--- src/hdl/bhfdr_pkg.sv ---
package bhfdr_pkg;

  // capacity of one run
  localparam int MAX_ITEMS = 64;

  // field widths
  localparam int VAL_W = 25;
  localparam int TAG_W = 16;

  // memory index, item count (holds MAX_ITEMS itself) and product widths
  localparam int IDX_W = $clog2(MAX_ITEMS);
  localparam int CNT_W = $clog2(MAX_ITEMS + 1);
  localparam int PROD_W = VAL_W + CNT_W;
  localparam int STEP_W = $clog2(PROD_W);

  // stream payload widths, padded to whole bytes
  localparam int S_DATA_W = ((VAL_W + TAG_W + 7) / 8) * 8;
  localparam int M_DATA_W = ((TAG_W + VAL_W + 7) / 8) * 8;
  localparam int M_USER_W = 2;

  // fixed point one in Q1.24
  localparam logic [VAL_W-1:0] ONE_Q24 = VAL_W'(1) << 24;
  localparam logic [VAL_W-1:0] ALPHA_RESET = VAL_W'(838861);

  // configuration register indexes
  localparam int CFG_IDX_W = 2;
  localparam logic [CFG_IDX_W-1:0] REG_ALPHA = CFG_IDX_W'(0);
  localparam logic [CFG_IDX_W-1:0] REG_REJECT_MODE = CFG_IDX_W'(1);

  // one stored item
  typedef struct packed {
    logic [TAG_W-1:0] tag;
    logic [VAL_W-1:0] value;
  } entry_t;

  // divider handshake
  typedef struct packed {
    logic busy;
    logic done;
  } div_status_t;

endpackage

--- src/hdl/bhfdr_div.sv ---
module bhfdr_div (
  input  logic                           clk,
  input  logic                           rst,
  input  logic                           start,
  input  logic [bhfdr_pkg::PROD_W-1:0]   dividend,
  input  logic [bhfdr_pkg::CNT_W-1:0]    divisor,
  output bhfdr_pkg::div_status_t         status,
  output logic [bhfdr_pkg::PROD_W-1:0]   quotient
);

  logic [bhfdr_pkg::PROD_W-1:0] quo;
  logic [bhfdr_pkg::CNT_W-1:0]  rem;
  logic [bhfdr_pkg::CNT_W-1:0]  dvs;
  logic [bhfdr_pkg::STEP_W-1:0] step;
  logic                         busy;
  logic                         done;

  logic [bhfdr_pkg::CNT_W:0]    trial;
  logic                         fits;

  // one restoring step: bring down the next dividend bit
  always_comb begin
    trial = {rem, quo[bhfdr_pkg::PROD_W-1]};
    fits  = (trial >= {1'b0, dvs});
  end

  // control
  always_ff @(posedge clk) begin
    if (rst) begin
      busy <= 1'b0;
      done <= 1'b0;
      step <= '0;
    end else begin
      done <= 1'b0;
      if (start) begin
        busy <= 1'b1;
        step <= '0;
      end else if (busy) begin
        step <= step + 1'b1;
        if (step == bhfdr_pkg::STEP_W'(bhfdr_pkg::PROD_W - 1)) begin
          busy <= 1'b0;
          done <= 1'b1;
        end
      end
    end
  end

  // datapath
  always_ff @(posedge clk) begin
    if (start) begin
      quo <= dividend;
      rem <= '0;
      dvs <= divisor;
    end else if (busy) begin
      quo <= {quo[bhfdr_pkg::PROD_W-2:0], fits};
      if (fits) begin
        rem <= bhfdr_pkg::CNT_W'(trial - {1'b0, dvs});
      end else begin
        rem <= trial[bhfdr_pkg::CNT_W-1:0];
      end
    end
  end

  assign status.busy = busy;
  assign status.done = done;
  assign quotient    = quo;

endmodule

--- src/hdl/bh_fdr_adjust_top.sv ---
// Benjamini-Hochberg FDR adjustment. Items (p-value in tdata[24:0], tag in
// tdata[40:25], tlast closing the set) are kept in one 64-entry memory in
// descending p-value order, equal values in arrival order. Inserting an item
// moves every stored entry with a smaller p-value up one place, as the single
// read port of the memory walks the entries one a cycle. Items arriving while
// 64 are stored are dropped and every result of that run carries overflow.
// After the closing item each result takes a memory read, the products p*m
// and k*alpha, and a 32-step restoring division of p*m by the rank k, one
// quotient bit per cycle. A result waits in an output register, so the block
// goes on with the next one while the sink stalls. New items are taken once
// the last result of a run has been handed to the output register. Registers
// are written through the cfg port (index 0 alpha, index 1 reject_mode); the
// user must do so only while idle, which the block itself does not enforce.
module bh_fdr_adjust_top (
  input  logic                              clk,
  input  logic                              rst,
  // input stream; s_tdata: p_value, tag, zero pad
  input  logic                              s_tvalid,
  output logic                              s_tready,
  input  logic [bhfdr_pkg::S_DATA_W-1:0]    s_tdata,
  input  logic                              s_tlast,
  // result stream; m_tdata: tag_out, adjusted, zero pad
  output logic                              m_tvalid,
  input  logic                              m_tready,
  output logic [bhfdr_pkg::M_DATA_W-1:0]    m_tdata,
  // m_tuser: reject, overflow
  output logic [bhfdr_pkg::M_USER_W-1:0]    m_tuser,
  output logic                              m_tlast,
  // configuration writes
  input  logic                              cfg_valid,
  output logic                              cfg_ready,
  input  logic [bhfdr_pkg::CFG_IDX_W-1:0]   cfg_index,
  input  logic [bhfdr_pkg::VAL_W-1:0]       cfg_data
);

  typedef enum logic [6:0] {
    ST_IDLE   = 7'b0000001,
    ST_CMP    = 7'b0000010,
    ST_PLACE  = 7'b0000100,
    ST_EM_RD  = 7'b0001000,
    ST_EM_MUL = 7'b0010000,
    ST_EM_DIV = 7'b0100000,
    ST_EM_OUT = 7'b1000000
  } state_t;

  state_t state;
  state_t state_next;

  // configuration
  logic [bhfdr_pkg::VAL_W-1:0] alpha;
  logic                        reject_mode;

  // run state
  logic [bhfdr_pkg::CNT_W-1:0] count;
  logic                        overflow_seen;
  logic [bhfdr_pkg::VAL_W-1:0] running_min;
  logic [bhfdr_pkg::CNT_W-1:0] pos;
  logic [bhfdr_pkg::IDX_W-1:0] idx;

  // pending item
  bhfdr_pkg::entry_t new_item;
  logic              new_last;

  // memory
  bhfdr_pkg::entry_t           mem [bhfdr_pkg::MAX_ITEMS];
  bhfdr_pkg::entry_t           rdata;
  bhfdr_pkg::entry_t           wdata;
  logic [bhfdr_pkg::IDX_W-1:0] rd_addr;
  logic                        wr_en;

  // emission datapath
  logic [bhfdr_pkg::CNT_W-1:0]  rank;
  logic [bhfdr_pkg::PROD_W-1:0] scaled_mul;
  logic [bhfdr_pkg::PROD_W-1:0] scaled;
  logic [bhfdr_pkg::PROD_W-1:0] kalpha;
  logic [bhfdr_pkg::TAG_W-1:0]  cur_tag;
  logic [bhfdr_pkg::PROD_W-1:0] quotient;
  bhfdr_pkg::div_status_t       div_status;
  logic [bhfdr_pkg::VAL_W-1:0]  min_next;
  logic                         is_last;
  logic                         load;

  // output register
  logic                        out_valid;
  logic [bhfdr_pkg::TAG_W-1:0] out_tag;
  logic [bhfdr_pkg::VAL_W-1:0] out_adj;
  logic                        out_rej;
  logic                        out_ovf;
  logic                        out_last;

  logic                        in_xfer;
  logic                        full;
  logic                        shift;
  logic [bhfdr_pkg::CNT_W-1:0] cnt_dec;
  logic [bhfdr_pkg::CNT_W-1:0] pos_dec2;

  assign in_xfer   = s_tvalid && s_tready;
  assign s_tready  = (state == ST_IDLE);
  assign cfg_ready = 1'b1;
  assign full      = (count == bhfdr_pkg::CNT_W'(bhfdr_pkg::MAX_ITEMS));
  assign cnt_dec   = count - 1'b1;
  assign pos_dec2  = pos - bhfdr_pkg::CNT_W'(2);

  // stored entry still below the new p-value moves up one place
  assign shift = (rdata.value < new_item.value);

  // read address: walk down during insertion, walk up during emission
  always_comb begin
    case (state)
      ST_IDLE: rd_addr = cnt_dec[bhfdr_pkg::IDX_W-1:0];
      ST_CMP:  rd_addr = pos_dec2[bhfdr_pkg::IDX_W-1:0];
      default: rd_addr = idx;
    endcase
  end

  // write port: shifted entry or the new item, always at pos
  always_comb begin
    wr_en = (state == ST_CMP) || (state == ST_PLACE);
    wdata = ((state == ST_CMP) && shift) ? rdata : new_item;
  end

  always_ff @(posedge clk) begin
    if (wr_en) begin
      mem[pos[bhfdr_pkg::IDX_W-1:0]] <= wdata;
    end
    rdata <= mem[rd_addr];
  end

  // rank and products
  assign rank       = count - {1'b0, idx};
  assign scaled_mul = bhfdr_pkg::PROD_W'(rdata.value) * bhfdr_pkg::PROD_W'(count);
  assign is_last    = (bhfdr_pkg::CNT_W'({1'b0, idx}) + 1'b1 == count);
  assign load       = (state == ST_EM_OUT) && (!out_valid || m_tready);

  always_comb begin
    if (quotient < {{(bhfdr_pkg::PROD_W - bhfdr_pkg::VAL_W){1'b0}}, running_min}) begin
      min_next = quotient[bhfdr_pkg::VAL_W-1:0];
    end else begin
      min_next = running_min;
    end
  end

  bhfdr_div u_div (
    .clk      (clk),
    .rst      (rst),
    .start    (state == ST_EM_MUL),
    .dividend (scaled_mul),
    .divisor  (rank),
    .status   (div_status),
    .quotient (quotient)
  );

  always_ff @(posedge clk) begin
    if (state == ST_EM_MUL) begin
      scaled  <= scaled_mul;
      kalpha  <= bhfdr_pkg::PROD_W'(rank) * bhfdr_pkg::PROD_W'(alpha);
      cur_tag <= rdata.tag;
    end
  end

  // next state
  always_comb begin
    state_next = state;
    case (state)
      ST_IDLE: begin
        if (in_xfer) begin
          if (full) begin
            state_next = s_tlast ? ST_EM_RD : ST_IDLE;
          end else if (count == '0) begin
            state_next = ST_PLACE;
          end else begin
            state_next = ST_CMP;
          end
        end
      end
      ST_CMP: begin
        if (!shift) begin
          state_next = new_last ? ST_EM_RD : ST_IDLE;
        end else if (pos == bhfdr_pkg::CNT_W'(1)) begin
          state_next = ST_PLACE;
        end
      end
      ST_PLACE:  state_next = new_last ? ST_EM_RD : ST_IDLE;
      ST_EM_RD:  state_next = ST_EM_MUL;
      ST_EM_MUL: state_next = ST_EM_DIV;
      ST_EM_DIV: begin
        if (div_status.done) begin
          state_next = ST_EM_OUT;
        end
      end
      ST_EM_OUT: begin
        if (load) begin
          state_next = is_last ? ST_IDLE : ST_EM_RD;
        end
      end
      default:   state_next = ST_IDLE;
    endcase
  end

  // control registers
  always_ff @(posedge clk) begin
    if (rst) begin
      state         <= ST_IDLE;
      count         <= '0;
      overflow_seen <= 1'b0;
      running_min   <= bhfdr_pkg::ONE_Q24;
      pos           <= '0;
      idx           <= '0;
      out_valid     <= 1'b0;
    end else begin
      state <= state_next;
      case (state)
        ST_IDLE: begin
          idx <= '0;
          if (in_xfer) begin
            if (full) begin
              overflow_seen <= 1'b1;
            end else begin
              pos <= count;
            end
          end
        end
        ST_CMP: begin
          if (shift) begin
            pos <= pos - 1'b1;
          end else begin
            count <= count + 1'b1;
          end
        end
        ST_PLACE: count <= count + 1'b1;
        ST_EM_OUT: begin
          if (load) begin
            if (is_last) begin
              count         <= '0;
              overflow_seen <= 1'b0;
              running_min   <= bhfdr_pkg::ONE_Q24;
            end else begin
              running_min <= min_next;
              idx         <= idx + 1'b1;
            end
          end
        end
        default: ;
      endcase
      // output register valid
      if (load) begin
        out_valid <= 1'b1;
      end else if (m_tready) begin
        out_valid <= 1'b0;
      end
    end
  end

  // pending item capture
  always_ff @(posedge clk) begin
    if (in_xfer) begin
      new_item.value <= s_tdata[bhfdr_pkg::VAL_W-1:0];
      new_item.tag   <= s_tdata[bhfdr_pkg::VAL_W +: bhfdr_pkg::TAG_W];
      new_last       <= s_tlast;
    end
  end

  // output payload
  always_ff @(posedge clk) begin
    if (load) begin
      out_tag  <= cur_tag;
      out_adj  <= min_next;
      out_rej  <= reject_mode && (scaled <= kalpha);
      out_ovf  <= overflow_seen;
      out_last <= is_last;
    end
  end

  // configuration registers
  always_ff @(posedge clk) begin
    if (rst) begin
      alpha       <= bhfdr_pkg::ALPHA_RESET;
      reject_mode <= 1'b0;
    end else if (cfg_valid && cfg_ready) begin
      case (cfg_index)
        bhfdr_pkg::REG_ALPHA:       alpha <= cfg_data;
        bhfdr_pkg::REG_REJECT_MODE: reject_mode <= cfg_data[0];
        default: ;
      endcase
    end
  end

  assign m_tvalid = out_valid;
  assign m_tdata  = bhfdr_pkg::M_DATA_W'({out_adj, out_tag});
  assign m_tuser  = {out_ovf, out_rej};
  assign m_tlast  = out_last;

  // store never holds more than its capacity
  a_count_bound: assert property (@(posedge clk) disable iff (rst)
    count <= bhfdr_pkg::CNT_W'(bhfdr_pkg::MAX_ITEMS))
    else $error("item count above capacity");

  // running minimum never rises above one
  a_min_bound: assert property (@(posedge clk) disable iff (rst)
    running_min <= bhfdr_pkg::ONE_Q24)
    else $error("running minimum above one");

  // insertion walk stays inside the filled part of the store or its first free slot
  a_walk_range: assert property (@(posedge clk) disable iff (rst)
    (state == ST_CMP) |-> (pos != '0) && (pos <= count))
    else $error("insertion position out of range");

  // handing over the last result closes the run
  a_run_close: assert property (@(posedge clk) disable iff (rst)
    (load && is_last) |=> (count == '0) && (state == ST_IDLE) && m_tlast)
    else $error("run not closed after last result");

endmodule
--- config.mk ---
export PLATFORM = sky130hd
export DESIGN_NAME = bh_fdr_adjust_top
export DESIGN_NICKNAME = d
export VERILOG_FILES = /design/src/hdl/bhfdr_pkg.sv /design/src/hdl/bhfdr_div.sv /design/src/hdl/bh_fdr_adjust_top.sv
export SDC_FILE = /design/constraint.sdc
export NUM_CORES = 2
export LEC_CHECK = 0
export ABC_CLOCK_PERIOD_IN_PS = 10700
export BUFFER_PORTS_ARGS = -buffer_cell sky130_fd_sc_hd__buf_4
export CORE_ASPECT_RATIO = 2
export CORE_UTILIZATION = 35
export CTS_BUF_LIST = sky130_fd_sc_hd__clkbuf_4
export DETAILED_ROUTE_END_ITERATION = 8
export PLACE_DENSITY = 0.47
export SLEW_MARGIN = 20
export SYNTH_ARGS = -nofsm -noshare
export SYNTH_HDL_FRONTEND = slang
export SYNTH_SLANG_ARGS = --single-unit
--- constraint.sdc ---
create_clock -name clk -period 10.7 [get_ports clk]
set_input_delay 1.605 -clock clk [delete_from_list [all_inputs] [get_ports clk]]
set_output_delay 1.605 -clock clk [all_outputs]
set_load 0.02 [all_outputs]
# [After elaboration in Yosys (flattened, before gate mapping)]
# Memories as Yosys holds them, arrays and structs flattened. A register that Yosys moved wholly into a read port is not among the register bits.
# Index checks and enable logic that the tools add are counted.
# Widths: inputs -> output; s select.
[totals] ff_bits=299 mem_bits_rw=2624 input_bits=81 elab_cells=131 n_memories=1
[classes] add_sub_neg=9 n_mul=2 magnitude_cmp=4 eq_ne=22 mux=42 n_bitwise=1 n_reduce_logical=24
[mem_list] memory="mem" depth=64 word_bits=41 read_ports=1 rd_ports_with_merged_regs=1 write_ports=1 line="bh_fdr_adjust_top.sv:65" source="bhfdr_pkg::entry_t mem [bhfdr_pkg::MAX_ITEMS];"
[ops] op="$mux 7" n=12
[ops] op="$mux 32" n=2
[ops] op="$mux 25" n=2
[ops] op="$pmux 7 s7" n=1
[ops] op="$mux 41" n=1
[ops] op="$le 32x32->1" n=1
[ops] op="$lt 32x25->1" n=1
[ops] op="$mul 25x7->32" n=1
[ops] op="$mul 7x25->32" n=1
[ops] op="$lt 25x25->1" n=1
[ops] op="$pmux 6 s2" n=2
[ops] op="$pmux 7 s3" n=1
[ops] op="$mux 4" n=4
[ops] op="$eq 7x1->1 const B" n=2
[ops] op="$eq 7x7->1 const B" n=2
[ops] op="$pmux 7 s2" n=1
[ops] op="$mux 1" n=12
[ops] op="$mux 6" n=2
[ops] op="$ne 2x2->1 const B" n=6
[ops] op="$reduce_and 4->1" n=3
[ops] op="$ge 8x7->1" n=1
[ops] op="$reduce_bool 2->1" n=4
[ops] op="$add 6x1->7 const B" n=1
[ops] op="$add 7x1->7 const B" n=1
[ops] op="31 further kinds" n=39

# [Longest topological paths before layout]
[depth] ltp_word=5 depth_mapped=29 ltp_nobuf=28

# [Modules after synthesis]
# From an unflattened synthesis, not the netlist that was laid out.
[unflattened] hier_cells=10069 area_unflattened_um2=129390.3
[modules_own_cells] mod="bh_fdr_adjust_top" n_inst=1 cells_per_inst=9859 area_per_inst_um2=126714.0 seq_area_each_um2=86202.7
[modules_own_cells] mod="bhfdr_div" n_inst=1 cells_per_inst=210 area_per_inst_um2=2676.3 seq_area_each_um2=1451.4

# [Worst setup path after synthesis]
# Ideal clock, no wire load.
[synth_timing] path_kind="register to register" start="reg count[0] in the netlist's numbering" end="reg kalpha[31] in the netlist's numbering (data pin)" setup_ns=0.260 arrival_ns=6.408 t_required_ns=10.440 setup_slack_ns=4.032 path_stages_with_launch=28 n_path_buf=1 synth_period_minus_slack_ns=6.668 cell_sequence="dfxtp_1 -> inv_1 -> ha_1 -> inv_1 -> fa_1 -> a21o_1 -> a21oi_1 -> o21bai_1 -> a21oi_1 -> xor2_1 -> clkbuf_1 -> and2_1 -> fa_1 -> fa_1 -> fa_1 -> inv_1 -> fa_1 -> inv_1 -> ha_1 -> and3_1 -> a221o_1 -> a31o_2 -> o311ai_0 -> o2111ai_1 -> nand2_1 -> o2111ai_1 -> a21oi_1 -> xnor2_1"
[synth_between] elab_chain_cells=2
[synth_rtl] element="from (decl)" line="bh_fdr_adjust_top.sv:54" source="logic [bhfdr_pkg::CNT_W-1:0] count;"
[synth_rtl] element="from (signal assigned)" line="bh_fdr_adjust_top.sv:227" source="count <= count + 1'b1;"
[synth_rtl] element="from (signal assigned)" line="bh_fdr_adjust_top.sv:230" source="ST_PLACE: count <= count + 1'b1;"
[synth_rtl] element="$sub 7x6->7" line="bh_fdr_adjust_top.sv:130" source="assign rank = count - {1'b0, idx};"
[synth_rtl] element="named net rank, one bit" line="bh_fdr_adjust_top.sv:72" source="logic [bhfdr_pkg::CNT_W-1:0] rank;"
[synth_rtl] element="$mul 7x25->32" line="bh_fdr_adjust_top.sv:156" source="kalpha <= bhfdr_pkg::PROD_W'(rank) * bhfdr_pkg::PROD_W'(alpha);"
[synth_rtl] element="to (signal assigned)" line="bh_fdr_adjust_top.sv:156"
[synth_rtl] element="to (decl)" line="bh_fdr_adjust_top.sv:75" source="logic [bhfdr_pkg::PROD_W-1:0] kalpha;"
# The timed path passes the listed nets, and every way through them passes these cells.
# A chain may end at the register's enable or synchronous reset.

# [Final worst setup path]
[layout_timing] start="reg count[0] in the netlist's numbering" end="reg kalpha[31] in the netlist's numbering (data pin)"
[layout_between] elab_chain_cells=2
[layout_rtl] element="$sub 7x6->7" line="bh_fdr_adjust_top.sv:130"
[layout_rtl] element="$mul 7x25->32" line="bh_fdr_adjust_top.sv:156"
# Every way passes these cells.

==> results.toml <==
[run_status]
status = "complete, no violations"

[timing]
drv_slew = 0
finalSetupViolCount = 0
fin_crit_sh_pct = 72.5
post-route-min-period_ns = 7.76
slew_headroom_pct = 5.68
grt_setup_unrepaired = "false"
worst_pin_slew_ns = 1.41
skew_ns = 0.102
holdWs_ns = 0.339
finalHoldViolations = 0
setup_tns_ns = 0
max_freq_mhz = 129

[floorplan]
num_rows = 314
initial_utilization_pct = 35.2
io_pins = 135
dieWidth_microns = 431
dieArea_sq_mm = 0.370
die_height_microns = 859
coreArea_sq_mm = 0.366

[global_route]
grt_pass1_wl_mm = 601
overflow = 0
grt_max_degree = 154
antenna_found_initial = 24
grt_pass1_vias = 85100
grtUsageTotal_pct = 22.5

[clock_network]
cts_setup_buffers = 0
h-tree-depth = 6
clk_latency_ns = 1.44
cts_resized = 0
numCtsBuffers = 668
clockBufferDepth = 4
hold_buffers = 0
cts_sinks = 2964
tritoncts = "yes"
root_buffer = "clkbuf_4"
cts.reportedPaths.clkPinSlew_ns = 0.07

[cells_and_area]
n_fill_cell = 34700
mostFrequentLayoutCells = "edfxtp_1, nand2_1, clkbuf_4, nand3_1, inv_1"
areaGrowthSynthToFinish_pct = 12.1
final_common_cell = "edfxtp_1"
multiInputGateArea_sq_mm = 0.0378
layout.cells.non_filler = 15600
layout-drive-gt1-share_pct = 15.6
final_util_pct = 39.4
num-nets-final = 10700
regArea_sq_mm = 0.0877

[yosys]
synth-edff-count = 2829
yosysSeqAreaShare_pct = 68.1
synth-seq-cells = 2964
yosysWarnings = 0
synth_top_family_by_area = "simple AND/OR/NAND/NOR gates"
synth_ff_type = "edfxtp_1"
synth_xor_area_share_pct = 0.583
synthSimpleGateAreaFrac_pct = 13.4
async_flop_share_pct = 0
synthCells = 9747
muxShareOfSynthArea_pct = 3.14
synthDistinctLibCells = 79
synth-compound-area-share_pct = 5.86
synth_fa_ha_area_share_pct = 5.57
syn_area_sq_mm = 0.129
avgSynthCellArea_sq_um = 13.2

[power_and_ir_drop]
ir_worst_vdd_v = 0.000288
power.leakage_nw = 51.5
power.density_mw_per_mm2 = 268

[critical_path]
crit_slowest_cell = "fa_1"
arrival_ns = 8.93
critPathMostFrequentCell = "fa_1"
cp.required_ns = 11.87
endpoint_kind = "flop"
critPathKind = "flop to flop"
critPathMaxStageDelay_ns = 0.50
worst_setup_path_start_kind = "flop"
path_max_fanout = 33

[routing]
drc = 0
wire_per_inst_microns = 27.2
antenna_left = 0
viasPerCell = 5.34
dr_total_vias = 83300
dr.pass1.iters = 6
routed_wirelength_mm = 423
drt-initial-drc-count = 5746

[flow_run]
max_cap_violations = 0

[place]
dpl.hpwl_mm = 252
port_buffers = 119
dp.cells = 14400
routabilityCongestion = 0.866

[hold_path]
worstHoldPathType = "primary input to flop"
==> layout make-up <==
cell class / instances / share of cell area [%]
diodes: 26 / 0.0451
clock buffers: 985 / 5.13
clock inverters: 185 / 0.692
inverters: 364 / 0.948
multi-input cells: 5834 / 26.2
flip-flops and latches: 2964 / 60.8
well taps: 4898 / 4.25
repair buffers: 339 / 1.96
==> cells by family after synthesis <==
| family | count (synthesis) |
|---|---|
| mux | 297 |
| compound gates | 1052 |
| other cells | 2 |
| buf+inv | 955 |
| fa+ha+maj | 435 |
| xor+xnor | 84 |
| simple gates | 3958 |
| flops | 2964 |
==> cell usage after synthesis (31+ instances only) <==
master / n / area [sq um]
mux4_2: 80 / 1800
nand3_1: 744 / 3720
a21o_1: 55 / 413
a32o_1: 50 / 500
a311oi_1: 61 / 534
nand2_1: 2493 / 9360
nand4_1: 44 / 275
buf_4: 50 / 375
nor2_1: 160 / 601
ha_1: 205 / 2560
o21ai_0: 119 / 596
buf_1: 31 / 116
a21oi_1: 144 / 721
xnor2_1: 53 / 464
buf_2: 219 / 1100
mux2_2: 51 / 574
edfxtp_1: 2829 / 85000
a22oi_1: 42 / 315
a221oi_1: 50 / 438
a32oi_1: 76 / 666
mux2i_1: 166 / 1660
clkbuf_1: 265 / 995
dfxtp_1: 135 / 2700
and3_1: 260 / 1630
inv_1: 364 / 1370
and2_1: 136 / 851
fa_1: 230 / 4600
a31oi_1: 236 / 1480
==> report_power, final <==
group          total (W)  switching [W]  internal (W)
sequential        0.0138       0.000321        0.0135
combinational     0.0158         0.0113       0.00449
clock            0.00897        0.00456       0.00441
total             0.0386         0.0162        0.0224
==> through the flow <==
stage / worst slack [ns] / instance area, sq um / power (W)
floorplan: 4.03 / 129000 / 0.0238
global placement: 2.82 / 136000 / 0.0298
detailed placement: 2.86 / 136000 / 0.0299
CTS: 2.86 / 144000 / 0.0390
global route: 2.52 / 144000 / 0.0404
finish: 2.94 / 144000 / 0.0386
==> worst max-delay path, delay by kind of cell (launching register included) <==
| kind | cells | cell delay, ns |
|---|---|---|
| AO/OA/AOI/OAI | 10 | 2.39 |
| XOR/XNOR | 2 | 0.23 |
| buffers and inverters | 7 | 1.17 |
| AND/OR/NAND/NOR | 3 | 0.58 |
| flip-flops | 1 | 0.30 |
| adder cells (fa/ha/maj) | 7 | 2.83 |
==> state kept, by name, summed over array words and instances (netlist names), 7 cells and up <==
signal and cells:
mem 2624, alpha 25, state 7, u_div.quotient 32, out_tag 16, running_min 25
new_item 41, kalpha 32, out_adj 25, count 7, pos 7, cur_tag 16
u_div.rem 7, scaled 32, rdata 41, u_div.dvs 7
==> per-layer routing <==
layer | vias up | routed length (microns) | part of all wire [%] | global-route usage (%)
met5 | - | 9 | 0.0021 | 0
met4 | 2 | 25000 | 5.9 | 12.6
met3 | 973 | 17800 | 4.2 | 2.58
met2 | 2717 | 232000 | 55 | 42.9
met1 | 42900 | 148000 | 35 | 23.7
li1 | 36700 | - | - | -
==> final timing paths <==
check	startpoint	to	slack, ns	cells after the start
max reg2reg	count[0]	kalpha[31]	2.94	29
max	count[0]	kalpha[31]	2.94	29
min reg2reg	cur_tag[2]	out_tag[2]	0.42	0
min	s_tdata[37]	new_item[37]	0.34	1
Note: power is estimated with default switching activity, not from simulation.
